==> config.mk <==
export PLATFORM = sky130hd
export DESIGN_NAME = rpc_dsu
export DESIGN_NICKNAME = d
export VERILOG_FILES = /design/src/hdl/rpc_pkg.sv /design/src/hdl/rpc_dsu.sv
export SDC_FILE = /design/constraint.sdc
export NUM_CORES = 1
export LEC_CHECK = 0
export BUFFER_PORTS_ARGS = -buffer_cell sky130_fd_sc_hd__buf_2
export CORE_ASPECT_RATIO = 1.1
export CORE_MARGIN = 2
export CORE_UTILIZATION = 53
export DETAILED_ROUTE_END_ITERATION = 8
export PLACE_DENSITY = 0.78
export SLEW_MARGIN = 30
export SYNTH_ARGS = -nofsm -noshare
export SYNTH_HDL_FRONTEND = slang
export SYNTH_SLANG_ARGS = --single-unit
==> constraint.sdc <==
create_clock -name clk -period 4.6 [get_ports clk]
set_input_delay 0.46 -clock clk [delete_from_list [all_inputs] [get_ports clk]]
set_output_delay 0.46 -clock clk [all_outputs]
set_load 0.03 [all_outputs]
==> src/hdl/rpc_pkg.sv <==
// ----------------------------------------------------------------------------
// rpc_pkg: shared types and constants for the running correlation block
// Holds the sequencer states, the divide/root unit control and fixed sizes.
// ----------------------------------------------------------------------------
`default_nettype none

package rpc_pkg;

	// accumulator limits
	localparam int unsigned MAX_SAMPLES = 131071;
	localparam int CNT_W = 17;

	// divide/root unit sizes
	localparam int DSU_A_W   = 64;
	localparam int DSU_D_W   = 48;
	localparam int DSU_ALU_W = 50;
	localparam int DSU_RT_W  = 32;
	localparam int DSU_IT_W  = 7;
	localparam logic [DSU_IT_W-1:0] DIV_STEPS  = DSU_IT_W'(DSU_A_W);
	localparam logic [DSU_IT_W-1:0] SQRT_STEPS = DSU_IT_W'(DSU_A_W / 2);

	// result constants
	localparam logic [14:0] THRESH_RESET = 15'd502;
	localparam logic [14:0] T_SAT        = 15'd32767;
	localparam logic [14:0] R_ONE        = 15'd16384;
	localparam logic [63:0] T2_SAT       = 64'd1073676289;

	typedef enum logic {
		DSU_DIV,
		DSU_SQRT
	} dsu_op_t;

	typedef struct packed {
		logic    start;
		dsu_op_t op;
	} dsu_ctl_t;

	typedef struct packed {
		logic busy;
		logic done;
	} dsu_sts_t;

	typedef enum logic [4:0] {
		ST_IDLE,
		ST_CLR,
		ST_SUM,
		ST_SQX,
		ST_SQY,
		ST_XY,
		ST_MX,
		ST_MY,
		ST_EX2,
		ST_EY2,
		ST_EXY,
		ST_VX,
		ST_VY,
		ST_CV,
		ST_SDX,
		ST_SDY,
		ST_SDP,
		ST_R,
		ST_RR,
		ST_RN,
		ST_T2,
		ST_TS,
		ST_FIN
	} seq_state_t;

endpackage

`default_nettype wire

==> src/hdl/rpc_dsu.sv <==
// ----------------------------------------------------------------------------
// rpc_dsu: shared divide / square root unit
// Restoring divide (one quotient bit per cycle) and restoring integer root
// (one root bit per cycle) on one compare-subtract datapath.
// ----------------------------------------------------------------------------
`default_nettype none

module rpc_dsu (
	input  logic                                   clk,
	input  logic                                   arst_n,
	input  rpc_pkg::dsu_ctl_t                      ctl,
	input  logic [rpc_pkg::DSU_A_W-1:0]            opa,
	input  logic [rpc_pkg::DSU_D_W-1:0]            opd,
	output rpc_pkg::dsu_sts_t                      sts,
	output logic [rpc_pkg::DSU_A_W-1:0]            result
);

	logic                              busy_q;
	logic                              done_q;
	logic [rpc_pkg::DSU_IT_W-1:0]      iter_q;
	rpc_pkg::dsu_op_t                  op_q;
	logic [rpc_pkg::DSU_A_W-1:0]       a_q;
	logic [rpc_pkg::DSU_D_W-1:0]       d_q;
	logic [rpc_pkg::DSU_ALU_W-1:0]     rem_q;
	logic [rpc_pkg::DSU_RT_W-1:0]      root_q;

	logic [rpc_pkg::DSU_ALU_W-1:0]     minu;
	logic [rpc_pkg::DSU_ALU_W-1:0]     subt;
	logic [rpc_pkg::DSU_ALU_W-1:0]     diff;
	logic [rpc_pkg::DSU_ALU_W-1:0]     nxt_rem;
	logic                              take;

	// shared trial subtract
	always_comb begin
		if (op_q == rpc_pkg::DSU_SQRT) begin
			minu = {14'd0, rem_q[33:0], a_q[63:62]};
			subt = {16'd0, root_q, 2'b01};
		end else begin
			minu = {rem_q[48:0], a_q[63]};
			subt = {2'd0, d_q};
		end
		take    = (minu >= subt);
		diff    = minu - subt;
		nxt_rem = take ? diff : minu;
	end

	// step counter and handshake
	always_ff @(posedge clk or negedge arst_n) begin
		if (!arst_n) begin
			busy_q <= 1'b0;
			done_q <= 1'b0;
			iter_q <= '0;
		end else begin
			done_q <= 1'b0;
			if (ctl.start) begin
				busy_q <= 1'b1;
				iter_q <= (ctl.op == rpc_pkg::DSU_SQRT) ? rpc_pkg::SQRT_STEPS
					: rpc_pkg::DIV_STEPS;
			end else if (busy_q) begin
				iter_q <= iter_q - 1'b1;
				if (iter_q == 7'd1) begin
					busy_q <= 1'b0;
					done_q <= 1'b1;
				end
			end
		end
	end

	// operand / partial result registers
	always_ff @(posedge clk) begin
		if (ctl.start) begin
			op_q   <= ctl.op;
			a_q    <= opa;
			d_q    <= opd;
			rem_q  <= '0;
			root_q <= '0;
		end else if (busy_q) begin
			rem_q <= nxt_rem;
			if (op_q == rpc_pkg::DSU_SQRT) begin
				a_q    <= {a_q[61:0], 2'b00};
				root_q <= {root_q[30:0], take};
			end else begin
				a_q <= {a_q[62:0], take};
			end
		end
	end

	assign sts.busy = busy_q;
	assign sts.done = done_q;
	assign result   = (op_q == rpc_pkg::DSU_SQRT) ? {32'd0, root_q} : a_q;

endmodule

`default_nettype wire

==> summary.md <==
| Metric | Value |
|---|---|
| Outcome | complete, no violations |
| Hpwl dp | 22,000 µm |
| Sequential element share of the synthesized area | 42.5% |
| Crit path max-delay cell type | nor3_4 |
| RSZ-0062 raised after global routing | no |
| Top post-synthesis cells by area | edfxtp_1 (28%), dfxtp_1 (13%), mux2_2 (5.9%) |
| Synth unique cells | 65 |
| Fin crit period | 4.11 ns |
| Synth Area per Inst | roughly 9.3 µm² |
| CTS Root Cell | clkbuf_16 |
| Die W | 149 µm |
| Largest net degree at the start of global routing | about 240 |
| Slew HR | approximately 48% |
| Top Ports | 182 |
| Clock Latency Late Sink | 0.53 ns |
| CTS Buffer Depth | 3 |
| Yosys reg bits | 203 |
| DRT Pass-1 Iters | 5 |
| CTS buffer count | 23 |
| Tot GR Track Use | 24.8% |
| Final setup fails | 0 |
| Least-Margin Pin Slew | 0.782 ns |
| TNS Setup | 0 ns |
| Area grow syn2layout | 15.7% |
| Initial Utilization | 53.9% |
| Nets | 1,628 |
| H-tree depth | 1 |
| Clk network pwr share | approximately a quarter |
| Yosys warns | 0 |
| Initial antenna violation count | 1 |
| Max_cap viols | 0 |
| Max FO, Critical Path | 51 |
| Layout cell share with drive strength beyond 1 | 21.7% |
| Most frequent cells in the layout | nand2_1 (188), buf_2 (180), a21oi_1 (117) |
| Max Fclk | 243 MHz |
| Clk sink count | 203 |
| Global-route wire length before repair | 49,500 µm |
| Post-DRT Antenna Nets | 0 |
| Req. time, crit path | 5.04 ns |
| Hold Vio Cnt, Final | 0 |
| Die height | roughly 160 µm |
| Final GP Congestion | 0.896 |
| Yosys top cell by area | edfxtp_1 |
| Crit Path Class | reg -> reg |
| Core area | 0.0229 mm² |
| Sw Pwr | about 0.0032 W |
| Area fraction of the dominant cell type after synthesis | between 20% and 30% |
| Initial drt markers | 883 |
| Internal power | around 0.0052 W |
| Top_reg_cell synth | edfxtp_1 |
| Vias/cell | between 5 and 6 |
| Comb power frac | 46.2% |
| Period utilization | 89.4% |
| Leakage power | slightly above 6 nW |
| DRT Wirelength | roughly 31,000 µm |
| Cell area after synthesis | 0.0123 mm² |
| Wire per inst | 17.6 µm |
| Total vias in the final route | roughly 10,000 |
| # resized after CTS | 0 |
| Critical path buffers and inverters | 3 |
| Total power divided by cell area | 589 mW/mm² |
| EDFF count, synth | 113 |
| Flop pwr share | a little under a third |
| Syn Inst Count | about 1,300 |
| Remaining Overflow, GRT | 0 |
| Remaining DRCs | 0 |
| Top delay family on crit path | compound AO/OA/AOI/OAI gates |
| Layout Skew | between 0.03 and 0.04 ns |
| Worst setup EP type | register |
| CP startpoint kind | register |
| Storage element area | 0.00524 mm² |
| DIE AREA | 0.0245 mm² |
| FFs w/ async S/R, synth | 4.43% |
| Critical Path Max Stage Delay | 0.49 ns |
| Hold crit path type | in -> reg |
| Commonest non-fill, non-tap cell in the layout | nand2_1 |
| Multi-input combinational cell area | ~0.0066 mm² |
| Core Util, Final | ~62% |
| Worst EP arrival | 4.56 ns |
| Syn_nets | approximately 1,500 |
| Switching power as a share of total power | roughly two fifths |
| Cell Chain, Critical Path | buf_12, buf_4, mux2i_1, ha_1, inv_1, o21ai_0, a21o_1, o21ai_0, nor3_1, a311o_2, or2_2, nor3_4, a22oi_1, o21ai_0 |
| Peak VDD IR | 0.406 mV |
| Pins Over Slew Limit | 0 |
| Filler cells | 1,902 |
| CTS tree | yes |
| PortBufs | 181 |
| # rows | 58 |
| Vias in the first global route | a little under 10,000 |
| Most frequent cell on the critical path | o21ai_0 |
| Clock Pin Slew Worst Setup and Hold Paths | approximately 0.06 ns |
==> synth_stat cells (3+ instances only) <==
cell type	n
nor4_1	3
o21ai_0	111
a22oi_1	13
buf_6	3
o21bai_1	5
a221o_1	5
a31oi_1	11
inv_1	19
o21ai_1	21
mux2i_1	72
clkbuf_1	56
nand4_1	14
nand2b_1	20
buf_2	7
o211ai_1	3
nor2b_1	52
nand2_1	189
and3_1	5
nand3_1	9
clkbuf_2	4
a21o_1	29
a21oi_1	117
mux2_2	65
xnor2_1	35
buf_1	14
nor3_1	8
nor2_1	78
dfrtp_1	9
and2_1	6
edfxtp_1	113
dfxtp_1	81
o21a_1	7
ha_1	50
a211oi_1	27
xor2_1	17
a21boi_0	3
buf_4	5
==> power by group through the flow <==
stage	Clock, W	Sequential (W)	Combinational [W]
5_1_grt	0.00209	0.00256	0.00428
3_5_place_dp	0	0.00253	0.00381
2_1_floorplan	0	0.00245	0.00309
3_3_place_gp	0	0.00253	0.00375
6_report	0.00200	0.00252	0.00388
4_1_cts	0.00203	0.00251	0.00384
==> layer usage <==
| layer | share of wire (%) | global-route usage [%] | wire [µm] |
|---|---|---|---|
| met2 | 49 | 42.5 | 15300 |
| met4 | 2.6 | 6.75 | 816 |
| met1 | 44 | 33.3 | 13700 |
| met5 | 0 | 0 | 0 |
| met3 | 4.9 | 2.92 | 1550 |
==> through the flow <==
| step | setup WS [ns] | total power (W) | instance area (µm²) | hold WS, ns | std cells |
|---|---|---|---|---|---|
| 6_report | 0.487 | 0.00840 | 14300 | 0.105 | 1779 |
| 5_1_grt | 0.170 | 0.00892 | 14300 | 0.0943 | 1778 |
| 4_1_cts | 0.481 | 0.00838 | 14200 | 0.0841 | 1776 |
| 3_5_place_dp | 0.474 | 0.00634 | 13400 | 0.322 | 1734 |
| 3_3_place_gp | 0.578 | 0.00628 | 13400 | 0.322 | 1734 |
| 2_1_floorplan | 0.199 | 0.00554 | 12300 | 0.164 | 1322 |
==> path summary, 6_finish.rpt <==
check                           from        end  slack (ns)  depth (start not counted)
min reg2reg                rem_q[48]  rem_q[48]        0.45                          2
max                             op_q  rem_q[39]        0.49                         14
min in group asynchronous     arst_n  iter_q[1]        0.31                          2
min                           opd[0]     d_q[0]        0.10                          1
max in group asynchronous     arst_n     busy_q        4.08                          2
max reg2reg                     op_q  rem_q[39]        0.49                         14
==> sequential cells by signal (all words and copies together), names as in the netlist <==
signal / count
a_q: 64
busy_q: 1
d_q: 48
done_q: 1
iter_q: 7
op_q: 1
rem_q: 49
root_q: 32
==> cell type report <==
class | count | area share [%]
tap | 300 | 2.63
clock inverter | 14 | 1.56
inverter | 19 | 0.500
antenna | 2 | 0.0351
clock buffer | 27 | 4.14
timing repair buffer | 204 | 8.03
multi-input combinational | 1010 | 46.3
sequential | 203 | 36.8
==> cells by family (layout without fill, tap and decap cells) <==
family / after synthesis / after routing / synth area share, %
adder cells (fa/ha/maj): 51 / 51 / 5.24
multiplexers: 137 / 137 / 11.8
AND/OR/NAND/NOR: 396 / 396 / 14.7
flip-flops: 203 / 203 / 42.5
AO/OA/AOI/OAI: 374 / 374 / 18.1
buffers and inverters: 109 / 264 / 3.90
XOR/XNOR: 52 / 52 / 3.70
other: 0 / 2 / 0
==> what timing repair did <==
action,CTS,global route
hold buffers,1,0
hold endpoints to repair,9,0
setup buffers,0,0
endpoints found under the setup margin,0,0
No activity file was read; power rests on OpenSTA's default activity.
